$ cat src/adc_conversion_register_interface_assert.svh
// ---------------------------------------------------------------------------
// ADC register interface assertion macros
// Concurrent check macros shared by the block's modules; empty in synthesis.
// ---------------------------------------------------------------------------
`ifndef ADC_CONVERSION_REGISTER_INTERFACE_ASSERT_SVH
`define ADC_CONVERSION_REGISTER_INTERFACE_ASSERT_SVH
`ifndef SYNTHESIS
// ante holds -> cons holds in the same cycle
`define ACRI_ASSERT_SAME(lbl, ck, rs, ante, cons, msg) \
  lbl: assert property (@(posedge ck) disable iff (rs) (ante) |-> (cons)) else $error(msg);
// ante holds -> cons holds in the next cycle
`define ACRI_ASSERT_NEXT(lbl, ck, rs, ante, cons, msg) \
  lbl: assert property (@(posedge ck) disable iff (rs) (ante) |=> (cons)) else $error(msg);
`else
`define ACRI_ASSERT_SAME(lbl, ck, rs, ante, cons, msg)
`define ACRI_ASSERT_NEXT(lbl, ck, rs, ante, cons, msg)
`endif
`endif

$ cat src/acri_pkg.sv
// ---------------------------------------------------------------------------
// ADC register interface package
// Command codes, register indexes, reset values and the queued word types.
// ---------------------------------------------------------------------------
package acri_pkg;

  localparam logic [1:0] CMD_READ  = 2'd0;
  localparam logic [1:0] CMD_WRITE = 2'd1;
  localparam logic [1:0] CMD_SET   = 2'd2;
  localparam logic [1:0] CMD_TICK  = 2'd3;

  localparam logic [1:0] REG_STATUS = 2'd0;
  localparam logic [1:0] REG_HIGH   = 2'd1;
  localparam logic [1:0] REG_LOW    = 2'd2;

  localparam logic CFG_SHORT_TICKS = 1'b0;
  localparam logic CFG_LONG_TICKS  = 1'b1;

  localparam logic [15:0] SHORT_TICKS_RST = 16'd8000;
  localparam logic [15:0] LONG_TICKS_RST  = 16'd20000;
  localparam logic [15:0] CHAN_VALUE_RST  = 16'h8000;

  typedef enum logic [2:0] {
    OP_NOP,
    OP_READ,
    OP_CTRL,
    OP_SET,
    OP_TICK
  } op_t;

  // classified input word: val carries sample_value or time_delta
  typedef struct packed {
    op_t         op;
    logic [1:0]  addr;
    logic [3:0]  ctrl;
    logic [1:0]  chan;
    logic [15:0] val;
  } item_t;

  // front to back queue head
  typedef struct packed {
    logic  valid;
    item_t item;
  } head_t;

  typedef struct packed {
    logic [7:0] read_data;
    logic       eoc;
  } res_t;

endpackage

$ cat src/acri_front.sv
// ---------------------------------------------------------------------------
// ADC register interface front end
// Accepts input words, classifies the command and queues it for the back end.
// ---------------------------------------------------------------------------
`include "adc_conversion_register_interface_assert.svh"
module acri_front
  import acri_pkg::*;
#(
  parameter int NUM_CHANNELS = 4
) (
  input  logic        clk,
  input  logic        rst,
  input  logic        push,
  output logic        full,
  input  logic [1:0]  command,
  input  logic [1:0]  reg_addr,
  input  logic [7:0]  write_data,
  input  logic [1:0]  sample_channel,
  input  logic [15:0] sample_value,
  input  logic [15:0] time_delta,
  output head_t       head,
  input  logic        take
);

  item_t      dec;
  item_t      q [2];
  logic       wptr;
  logic       rptr;
  logic [1:0] count;
  logic       do_push;
  logic       do_take;

  always_comb begin
    dec.addr = reg_addr;
    dec.ctrl = write_data[3:0];
    dec.chan = sample_channel;
    dec.val  = (command == CMD_SET) ? sample_value : time_delta;
    unique case (command)
      CMD_READ:  dec.op = OP_READ;
      CMD_WRITE: dec.op = (reg_addr == REG_STATUS) ? OP_CTRL : OP_NOP;
      CMD_SET:   dec.op = ({1'b0, sample_channel} < 3'(NUM_CHANNELS)) ? OP_SET : OP_NOP;
      default:   dec.op = OP_TICK;
    endcase
  end

  assign full       = (count == 2'd2);
  assign do_push    = push && !full;
  assign do_take    = take && (count != 2'd0);
  assign head.valid = (count != 2'd0);
  assign head.item  = q[rptr];

  always_ff @(posedge clk) begin
    if (do_push) begin
      q[wptr] <= dec;
    end
  end

  always_ff @(posedge clk) begin
    if (rst) begin
      wptr  <= 1'b0;
      rptr  <= 1'b0;
      count <= 2'd0;
    end else begin
      if (do_push) wptr <= ~wptr;
      if (do_take) rptr <= ~rptr;
      count <= count + {1'b0, do_push} - {1'b0, do_take};
    end
  end

  `ACRI_ASSERT_SAME(a_count_range, clk, rst, 1'b1, count != 2'd3, "front queue overrun")
  `ACRI_ASSERT_NEXT(a_push_grows, clk, rst, do_push && !do_take, count == $past(count) + 2'd1, "front count missed a push")
  `ACRI_ASSERT_NEXT(a_take_shrinks, clk, rst, do_take && !do_push, count == $past(count) - 2'd1, "front count missed a take")

endmodule

$ cat src/acri_back.sv
// ---------------------------------------------------------------------------
// ADC register interface back end
// Executes queued words against the converter state and queues the results.
// ---------------------------------------------------------------------------
`include "adc_conversion_register_interface_assert.svh"
module acri_back
  import acri_pkg::*;
#(
  parameter int NUM_CHANNELS = 4
) (
  input  logic        clk,
  input  logic        rst,
  input  logic        cfg_write,
  input  logic        cfg_index,
  input  logic [15:0] cfg_wdata,
  input  head_t       head,
  output logic        take,
  output logic        empty,
  input  logic        pop,
  output logic [7:0]  read_data,
  output logic        eoc_line
);

  localparam int CH_W = (NUM_CHANNELS > 1) ? $clog2(NUM_CHANNELS) : 1;

  logic [15:0] short_ticks;
  logic [15:0] long_ticks;
  logic [15:0] chan_vals [NUM_CHANNELS];
  logic [1:0]  sel;
  logic        flag;
  logic        long_mode;
  logic        busy;
  logic        result_ready;
  logic [15:0] remaining;

  logic [1:0]  sel_next;
  logic        flag_next;
  logic        long_mode_next;
  logic        busy_next;
  logic        result_ready_next;
  logic [15:0] remaining_next;

  logic [15:0] cur_val;
  logic [7:0]  rd;
  logic        step;
  item_t       it;

  res_t        oq [2];
  logic        owptr;
  logic        orptr;
  logic [1:0]  ocount;
  logic        do_pop;

  assign it     = head.item;
  assign step   = head.valid && (ocount != 2'd2);
  assign take   = step;
  assign do_pop = pop && (ocount != 2'd0);
  assign empty  = (ocount == 2'd0);
  assign read_data = oq[orptr].read_data;
  assign eoc_line  = oq[orptr].eoc;

  // out-of-range selection reads as zero
  assign cur_val = ({1'b0, sel} < 3'(NUM_CHANNELS)) ? chan_vals[sel[CH_W-1:0]] : 16'd0;

  always_comb begin
    sel_next          = sel;
    flag_next         = flag;
    long_mode_next    = long_mode;
    busy_next         = busy;
    result_ready_next = result_ready;
    remaining_next    = remaining;
    rd                = 8'd0;
    unique case (it.op)
      OP_READ: begin
        case (it.addr)
          REG_STATUS: rd = {~result_ready, ~busy, cur_val[15], cur_val[14],
                            long_mode, flag, sel};
          REG_HIGH:   rd = cur_val[15:8];
          REG_LOW:    rd = {cur_val[7:4], 4'd0};
          default:    rd = 8'd0;
        endcase
      end
      OP_CTRL: begin
        sel_next          = it.ctrl[1:0];
        flag_next         = it.ctrl[2];
        long_mode_next    = it.ctrl[3];
        remaining_next    = it.ctrl[3] ? long_ticks : short_ticks;
        busy_next         = 1'b1;
        result_ready_next = 1'b0;
      end
      OP_TICK: begin
        if (busy) begin
          if (it.val >= remaining) begin
            remaining_next    = 16'd0;
            busy_next         = 1'b0;
            result_ready_next = 1'b1;
          end else begin
            remaining_next = remaining - it.val;
          end
        end
      end
      default: ;
    endcase
  end

  always_ff @(posedge clk) begin
    if (rst) begin
      short_ticks <= SHORT_TICKS_RST;
      long_ticks  <= LONG_TICKS_RST;
    end else if (cfg_write) begin
      case (cfg_index)
        CFG_SHORT_TICKS: short_ticks <= cfg_wdata;
        default:         long_ticks  <= cfg_wdata;
      endcase
    end
  end

  always_ff @(posedge clk) begin
    if (rst) begin
      for (int i = 0; i < NUM_CHANNELS; i++) chan_vals[i] <= CHAN_VALUE_RST;
    end else if (step && it.op == OP_SET) begin
      chan_vals[it.chan[CH_W-1:0]] <= it.val;
    end
  end

  always_ff @(posedge clk) begin
    if (rst) begin
      sel          <= 2'd0;
      flag         <= 1'b0;
      long_mode    <= 1'b0;
      busy         <= 1'b0;
      result_ready <= 1'b0;
      remaining    <= 16'd0;
    end else if (step) begin
      sel          <= sel_next;
      flag         <= flag_next;
      long_mode    <= long_mode_next;
      busy         <= busy_next;
      result_ready <= result_ready_next;
      remaining    <= remaining_next;
    end
  end

  // result queue; eoc follows busy after the word
  always_ff @(posedge clk) begin
    if (step) begin
      oq[owptr] <= '{read_data: rd, eoc: busy_next};
    end
  end

  always_ff @(posedge clk) begin
    if (rst) begin
      owptr  <= 1'b0;
      orptr  <= 1'b0;
      ocount <= 2'd0;
    end else begin
      if (step)   owptr <= ~owptr;
      if (do_pop) orptr <= ~orptr;
      ocount <= ocount + {1'b0, step} - {1'b0, do_pop};
    end
  end

  `ACRI_ASSERT_SAME(a_ocount_range, clk, rst, 1'b1, ocount != 2'd3, "result queue overrun")
  `ACRI_ASSERT_SAME(a_busy_fall, clk, rst, !$past(rst) && $fell(busy), $past(step) && ($past(it.op) == OP_TICK), "busy dropped without a tick")
  `ACRI_ASSERT_SAME(a_busy_rise, clk, rst, !$past(rst) && $rose(busy), $past(step) && ($past(it.op) == OP_CTRL), "busy raised without a control write")

endmodule

$ cat src/adc_conversion_register_interface.sv
// ---------------------------------------------------------------------------
// ADC register interface
// Four-channel converter register file with a tick-driven conversion timer.
// ---------------------------------------------------------------------------
//   channel  | direction | handshake        | payload
//   input    | in        | push / full      | command, reg_addr, write_data,
//            |           |                  | sample_channel, sample_value, time_delta
//   result   | out       | empty / pop      | read_data, eoc_line
//   config   | in        | cfg_write        | cfg_index, cfg_wdata
//
// One word per cycle sustained while results are popped; a result reaches the result
// ports through the front queue, then the back-end result queue.
// rst is synchronous: both queues empty, state and tick counts at defaults.
// Each side stalls on its own: a full result queue holds the back end, and
// the front queue keeps accepting until both its entries are filled.
// ---------------------------------------------------------------------------
module adc_conversion_register_interface
  import acri_pkg::*;
#(
  parameter int NUM_CHANNELS = 4
) (
  input  logic        clk,
  input  logic        rst,
  input  logic        push,
  output logic        full,
  input  logic [1:0]  command,
  input  logic [1:0]  reg_addr,
  input  logic [7:0]  write_data,
  input  logic [1:0]  sample_channel,
  input  logic [15:0] sample_value,
  input  logic [15:0] time_delta,
  output logic        empty,
  input  logic        pop,
  output logic [7:0]  read_data,
  output logic        eoc_line,
  input  logic        cfg_write,
  input  logic        cfg_index,
  input  logic [15:0] cfg_wdata
);

  head_t head;
  logic  take;

  acri_front #(
    .NUM_CHANNELS (NUM_CHANNELS)
  ) u_front (
    .clk            (clk),
    .rst            (rst),
    .push           (push),
    .full           (full),
    .command        (command),
    .reg_addr       (reg_addr),
    .write_data     (write_data),
    .sample_channel (sample_channel),
    .sample_value   (sample_value),
    .time_delta     (time_delta),
    .head           (head),
    .take           (take)
  );

  acri_back #(
    .NUM_CHANNELS (NUM_CHANNELS)
  ) u_back (
    .clk       (clk),
    .rst       (rst),
    .cfg_write (cfg_write),
    .cfg_index (cfg_index),
    .cfg_wdata (cfg_wdata),
    .head      (head),
    .take      (take),
    .empty     (empty),
    .pop       (pop),
    .read_data (read_data),
    .eoc_line  (eoc_line)
  );

endmodule
$ cat config.mk
export PLATFORM = sky130hd
export DESIGN_NAME = adc_conversion_register_interface
export DESIGN_NICKNAME = d
export VERILOG_FILES = /design/src/acri_pkg.sv /design/src/acri_front.sv /design/src/acri_back.sv /design/src/adc_conversion_register_interface.sv
export VERILOG_INCLUDE_DIRS = /design/src /design/src/src
export SDC_FILE = /design/constraint.sdc
export NUM_CORES = 1
export LEC_CHECK = 0
export ABC_AREA = 1
export BUFFER_PORTS_ARGS = -buffer_cell sky130_fd_sc_hd__buf_2
export CORE_ASPECT_RATIO = 0.8
export CORE_MARGIN = 2
export CORE_UTILIZATION = 30
export CTS_CLUSTER_DIAMETER = 150
export CTS_CLUSTER_SIZE = 16
export DETAILED_ROUTE_END_ITERATION = 12
export SYNTH_ARGS = -nofsm -noshare
export SYNTH_HDL_FRONTEND = slang
export SYNTH_SLANG_ARGS = --single-unit
$ cat constraint.sdc
create_clock -name clk -period 3.04 [get_ports clk]
set_input_delay 0 -clock clk [delete_from_list [all_inputs] [get_ports clk]]
set_output_delay 0 -clock clk [all_outputs]
set_load 0.05 [all_outputs]
==> flow_summary_export.csv, run 1 <==
group,metric,value,unit
cts,root_buffer,"clkbuf_16",
floorplan,ios,79,
synth,synth_top_family_by_area,"simple AND/OR/NAND/NOR gates",
synth,synth_nets,1035,
power_and_ir_drop,sequentialPowerShare,36.7,%
grt,grt_max_degree,59,
synth,ys_types,41,
sta,rsz0062_at_grt,"false",
detailed_routing,antenna_left,0,
sta,hold_viol,0,
setup_path,slowest_delay,0.52,ns
synth,syn_area,0.008800,mm²
synth,ys_warn_count,0,
setup_path,cp-end-kind,"register",
synth,synthAdderAreaFrac,3.071,%
power_and_ir_drop,cellLeakagePower,4.562,nW
detailed_routing,via_per_inst,4.608,
sta,fin_skew,0.01096,ns
synth,synth-xor-area-share,0.8958,%
cts,tritoncts,"done",
placed_design,pre_cts_ws,0.3569,ns
setup_path,rr_worst_depth,12,
synth,ys_async_sr_fraction,0,%
setup_path,worst-setup-path-type,"reg2reg",
grt,grt-ovfl-total,0,
status,status,"complete, no violations",
cts,cts_sinks,186,
grt,grt_pass1_wl,34.89,mm
power_and_ir_drop,clkPwrFrac,23.4,%
grt,grt_use_total,14.69,%
power_and_ir_drop,power_density,860.3,mW/mm²
synth,yosys-top-cells-area,"edfxtp_1 (41%), dfxtp_1 (15%), nand2_1 (8.4%)",
cts,clkLatencyLatePin,0.44,ns
sta,fin_crit_sh,87.85,%
setup_path,critPathSlowestCell,"dfxtp_1",
finish,antenna_cells,0,
finish,utilization,37.30,%
cts,cts.clk_slew.worst_paths,0.07,ns
cts,clockBufferDepth,2,
cts,htree_levels,4,
setup_path,path_buf_inv,2,
cts,cts_resized,0,
floorplan,die_x,195.5,µm
setup_path,cp_num_cells,12,
setup_path,start_kind,"register",
sta,fmax,0.3744,GHz
power_and_ir_drop,ir_drop,0.4621,mV
sta,post-route-min-period,2.671,ns
finish,nets,1177,
finish,drive_gt1_share,16.89,%
synth,synth_edf_count,120,
sta,setup_tns,0,ns
cts,numCtsBuffers,17,
detailed_routing,drt-initial-drc-count,486,
synth,ys_ff_latch,186,
synth,synthCells,946,
synth,syn_avg_cell_area,9.302,µm²
detailed_routing,drc,0,
detailed_routing,wl_per_cell,14.52,µm
sta,relSlewSlack,39.61,%
setup_path,endpoint,"u_back.remaining[3]",
finish,syn2layout_area_growth,23.25,%
power_and_ir_drop,swShare,39.62,%
floorplan,initial_core_util,30.26,%
synth,yosysTopAreaCellShare,40.95,%
placed_design,dpl-instance-area,0.009664,mm²
synth,ys.flop_type,"edfxtp_1",
synth,synthSimpleGateAreaFrac,18.53,%
sta,setup_viol,0,
sta,fin_ws,0.3693,ns
floorplan,coreArea,0.02908,mm²
finish,final_cell_area,0.01085,mm²
placed_design,port_buffers,74,
setup_path,r2r_slack,0.37,ns
synth,synth-seq-area-share,55.96,%
sta,max_slew.worst_pin.slew,0.9037,ns
detailed_routing,first_pass_iters,5,
setup_path,cp_common_cell,"nand2_1",
power_and_ir_drop,power.internal,5.634,mW
detailed_routing,wirelength,21.47,mm
synth,synth-compound-area-share,10.39,%
setup_path,r2r-end,"u_back.remaining[3]",
synth,synth_mux_area_share,5.019,%
power_and_ir_drop,p_comb_share,39.9,%
setup_path,path_cells,"buf_12 -> mux2i_1 -> ha_1 -> nand2_1 -> nor2_1 -> and2_1 -> nand2_1 -> nand2_1 -> nand3_2 -> inv_2 -> nand2_1 -> a21oi_1",
placed_design,gp_congestion,0.8580,
floorplan,die_y,157.2,µm
sta,drv_slew,0,
setup_path,crit_required,3.41,ns
placed_design,place_hpwl,14.83,mm
grt,grt_pass1_vias,6730,
run,maxCapViolCount,0,
floorplan,core.rowCount,56,
power_and_ir_drop,power_switching,3.697,mW
grt,antenna_found_initial,0,
synth,netlist.top_cell.by_area,"edfxtp_1",
min_path,hold_start,"cfg_index",
floorplan,dieArea,0.03073,mm²
detailed_routing,num_vias,6810,
setup_path,cp.arrival,3.04,ns
setup_path,cpLargestDelayFamily,"simple AND/OR/NAND/NOR gates",
setup_path,cp_max_fo,24,
min_path,hp-class,"in2reg",
cells by family after synthesis:
| kind of cell | Yosys count |
|---|---|
| compound gates | 171 |
| xor+xnor | 9 |
| buf+inv | 130 |
| fa+ha+maj | 21 |
| simple gates | 388 |
| flops | 186 |
| mux | 41 |
cells in the mapped netlist (2+ instances only):
cell	number
buf_2	5
nor3_1	18
xor2_1	9
o21bai_1	2
a31oi_1	3
clkbuf_1	25
nor2_1	118
mux2_2	25
nor2_2	7
buf_4	6
ha_1	20
nand3_2	2
nand3_1	23
inv_1	82
and2_1	2
dfxtp_1	66
o21ai_0	70
or2_1	2
nor2_4	3
edfxtp_1	120
o21ai_1	18
inv_2	9
mux2i_1	16
nand4_1	2
nand2_1	198
o22ai_1	11
buf_6	3
a21oi_1	56
o211ai_1	7
nand3b_1	4
nand2_2	4
per-layer routing:
| layer | part of all wire, % | vias up | GRT usage, % |
|---|---|---|---|
| li1 | - | 3468 | - |
| met1 | 48 | 3184 | 19.73 |
| met2 | 47 | 143 | 24.52 |
| met3 | 4.4 | 15 | 2.957 |
| met4 | 0.89 | 0 | 3.308 |
| met5 | 0 | - | 0 |
worst min-delay path by stage:
| stage | end | slack, ns | depth (start not counted) |
|---|---|---|---|
| 2_1_floorplan | u_front.q[0][16] | 0.1 | 0 |
| 4_1_cts | u_back.short_ticks[6] | 0.06 | 5 |
| 6_report | u_back.short_ticks[6] | 0.07 | 5 |
| 5_1_grt | u_back.short_ticks[12] | 0.10 | 4 |
| 3_5_place_dp | u_front.q[1][21] | 0.19 | 1 |
| 3_3_place_gp | u_front.q[0][17] | 0.19 | 1 |
through the flow:
step                      hold slack (ns)  total power, mW  cells
after floorplan                   0.09887            6.098    946
after global placement             0.1932            7.074   1385
after detailed placement           0.1941            7.142   1385
after CTS                         0.06006            9.400   1478
after global routing               0.1035            9.991   1478
final                             0.07266            9.330   1478
power by group through the flow:
stage | sequential (mW) | clock, mW | combinational [mW]
global placement | 3.46 | 0 | 3.61
CTS | 3.42 | 2.23 | 3.75
floorplan | 3.39 | 0 | 2.70
detailed placement | 3.48 | 0 | 3.66
finish | 3.42 | 2.18 | 3.72
global route | 3.47 | 2.33 | 4.18
final cells by class:
class | instances | area [µm²]
timing repair buffer | 162 | 1196
clock buffer | 21 | 461.7
sequential | 186 | 4925
fill | 2874 | 18230
inverter | 91 | 341.6
tap | 377 | 471.7
clock inverter | 11 | 108.9
multi-input combinational | 630 | 3341
cells in the final DEF (no fill, tap or decap), types with 4 or more instances in the layout:
cell type	Yosys	routed
buf_2	5	74
clkbuf_16	0	18
a21oi_1	56	56
nand2_2	4	4
nand3b_1	4	4
nor2_2	7	9
o21ai_1	18	18
o22ai_1	11	11
buf_4	6	26
dlygate4sd3_1	0	61
edfxtp_1	120	120
o21ai_0	70	70
nor2_1	118	116
nand3_1	23	23
inv_2	9	9
o211ai_1	7	7
mux2i_1	16	16
nor3_1	18	18
dfxtp_1	66	66
ha_1	20	20
xor2_1	9	9
mux2_2	25	25
inv_1	82	82
nand2_1	198	198
worst min-delay path, delay by kind of cell:
kind                   cells  cell delay (ns)
buffers and inverters      2             0.28
and+or+nand+nor            3             0.17
flip-flops by register name, summed over array words and instances (netlist names), 16 cells and up, named ones only:
signal and cells:
u_back.short_ticks 16, u_back.long_ticks 16, u_front.q 54, u_back.oq 18, u_back.remaining 16, u_back.chan_vals 48
timing repair:
item,in CTS,in global routing
hold buffers,61,0
buffers inserted,0,0
hold endpoints to repair,96,0
Note: power is estimated with default switching activity, not from simulation.
==> inputs of run 2 (changes only) <==
Settings changed: ABC_AREA 1 to default, CORE_ASPECT_RATIO 0.8 to 1.4, SYNTH_HIERARCHICAL from default to 1.
==> run 2 against run 1 <==
  * First-iteration DRC count decreased by 45%
  * Global-route usage decreased by 1.4 points
  * Wire length decreased by 6.8%
  * Worst setup slack got worse by 0.25 ns
  * Clock power increased by 9.6%
  * Count of clock-buffer cells in the layout decreased by 3
  * Largest cell class unchanged
==> flow_summary_export.csv, run 2 <==
group,metric,value,unit
run,maxCapViolCount,0,
floorplan,ios,79,
sta,drv_slew,0,
setup_path,cp_max_fo,9,
sta,fmax,0.3426,GHz
synth,synth-seq-area-share,55.66,%
cts,clkLatencyLatePin,0.44,ns
sta,fin_crit_sh,96.00,%
sta,setup_tns,0,ns
grt,grt_max_degree,65,
finish,finalNonFillerCells,1293,
synth,syn_area,0.008848,mm²
power_and_ir_drop,ir_drop,0.4615,mV
grt,grt_use_total,13.28,%
detailed_routing,wl_per_cell,15.48,µm
sta,max_slew.worst_pin.slew,0.7413,ns
placed_design,gp_congestion,0.8623,
floorplan,core.rowCount,74,
grt,antenna_found_initial,0,
grt,grt_pass1_vias,6192,
floorplan,initial_core_util,30.44,%
setup_path,rr_worst_depth,12,
synth,ys_warn_count,6,
setup_path,start_kind,"register",
synth,syn_avg_cell_area,11.80,µm²
setup_path,r2r_slack,0.12,ns
floorplan,dieArea,0.03090,mm²
cts,numCtsBuffers,17,
synth,ys_async_sr_fraction,0,%
sta,post-route-min-period,2.918,ns
detailed_routing,drt-initial-drc-count,269,
finish,top_regs,"u_front/q x54, u_back/chan_vals x48, u_back/oq x18",
setup_path,r2r-end,"u_back/remaining[1]",
detailed_routing,first_pass_iters,4,
detailed_routing,wirelength,20.01,mm
synth,netlist.top_cell.by_area,"edfxtp_1",
detailed_routing,antenna_left,0,
power_and_ir_drop,cellLeakagePower,4.260,nW
setup_path,worst-setup-path-type,"reg2reg",
detailed_routing,drc,0,
cts,tritoncts,"done",
placed_design,placedCellCount,1196,
placed_design,port_buffers,74,
detailed_routing,num_vias,5975,
synth,synth_most_common_cell,"edfxtp_1",
cts,cts.clk_slew.worst_paths,0.07,ns
synth,yosys-top-cells-area,"edfxtp_1 (41%), dfxtp_1 (15%), mux2_2 (6.1%)",
cts,root_buffer,"clkbuf_16",
finish,syn2layout_area_growth,25.38,%
setup_path,cp.arrival,3.26,ns
finish,mostFrequentLayoutCells,"edfxtp_1 (120), nand2_1 (82), buf_2 (74), dfxtp_1 (65), dlygate4sd3_1 (61)",
grt,grt-ovfl-total,0,
cts,clockBufferDepth,2,
detailed_routing,via_per_inst,4.621,
grt,grt_pass1_wl,31.88,mm
sta,hold_viol,0,
synth,synth_edf_count,120,
synth,synthCells,750,
setup_path,cp-end-kind,"register",
synth,yosysTopAreaCellShare,40.72,%
status,status,"complete, no violations",
cts,cts_sinks,186,
placed_design,dpl-instance-area,0.009748,mm²
finish,largest_register_ffs,54,
synth,ys.flop_type,"edfxtp_1",
floorplan,die_y,207.2,µm
sta,relSlewSlack,50.47,%
cts,htree_levels,4,
finish,final_cell_area,0.01109,mm²
min_path,hp-class,"in2reg",
placed_design,place_hpwl,13.70,mm
sta,fin_skew,0.01632,ns
power_and_ir_drop,power_density,775.4,mW/mm²
finish,nets,989,
setup_path,endpoint,"u_back/remaining[1]",
finish,layout_commonest_cell,"edfxtp_1",
finish,drive_gt1_share,26.94,%
floorplan,coreArea,0.02907,mm²
synth,ys_ff_latch,186,
power_and_ir_drop,power,8.603,mW
finish,antenna_cells,0,
synth,ys_types,66,
sta,setup_viol,0,
finish,regMostFlops,"u_front/q",
synth,synth_nets,839,
synth,synth_common_cells,"edfxtp_1 (120), nand2_1 (82), dfxtp_1 (66), nor2_1 (49), mux2_2 (48)",
setup_path,crit_required,3.38,ns
sta,rsz0062_at_grt,"false",
floorplan,die_x,149.1,µm
run 2: cell types whose count changed after synthesis, moves of 18 or more:
cell,change
nand3_1,-18
and2_1,+37
inv_1,-48
nand2_1,-116
nor2_1,-69
o21ai_0,-52
mux2_2,+23
run 2: logic make-up after synthesis:
group	share of synthesized area, %
AOI/OAI and AO/OA	8.159
DFF	55.66
xor gates and xnor gates	1.683
muxes	13.07
adders and majority gates	3.054
buffers and inverters	3.634
and+or+nand+nor	14.75
run 2: worst min-delay path by stage:
stage | start | endpoint | cells after the start
after floorplan | rst | u_front/wptr | 1
after global placement | write_data[2] | u_front/q[0][20] | 1
after detailed placement | sample_channel[1] | u_front/q[0][17] | 1
after CTS | pop | register | 4
after global routing | pop | u_back/orptr | 4
final | pop | register | 4
run 2: report_power, final:
group          switching [mW]  internal (mW)
clock                   0.990           1.40
combinational            1.74           1.22
sequential              0.163           3.09
run 2: through the flow:
stage	hold WS, ns	setup WS [ns]	utilization (%)
floorplan	0.06907	0.1646	-
detailed placement	0.1913	0.01192	33.53
finish	0.05854	0.1215	38.16
global route	0.07796	0.003088	38.16
CTS	0.03724	0.03102	37.88
global placement	0.1892	0.05736	33.53
run 2: layout make-up:
type                            count  area, µm²
Fill cell                        2850      17980
Sequential cell                   186       4928
Multi-Input combinational cell    493       3652
Timing Repair Buffer              168       1271
Tap cell                          380      475.5
Clock buffer                       18      429.2
Clock inverter                     14      210.2
Inverter                           34      127.6
run 2: what timing repair did:
action                                 CTS  global route
endpoints found under the hold margin   95             0
setup endpoints to repair                1            17
gates cloned                             0             1
pin swaps                                0             4
hold buffers                            61             0
resized for setup                        0            14
setup buffers                            2             1
run 2: critical path, cell delays in order (launching register included):
cell and delay [ns]:
dfxtp_4 0.40, buf_12 0.15, mux2_2 0.35, ha_1 0.24
fa_2 0.35, nand2b_4 0.17, a211oi_4 0.26, o21ai_2 0.11
o21ba_4 0.22, nor2b_4 0.17, buf_4 0.15, a21oi_1 0.06
a211oi_1 0.20
run 2: layer usage:
layer  vias up  routed length (µm)  GRT usage (%)
li1       2981                   -              -
met1      2880                7932          14.42
met2        84               10960          24.90
met3        30                 479          2.379
met4         0                 639          5.550
met5         -                   0              0
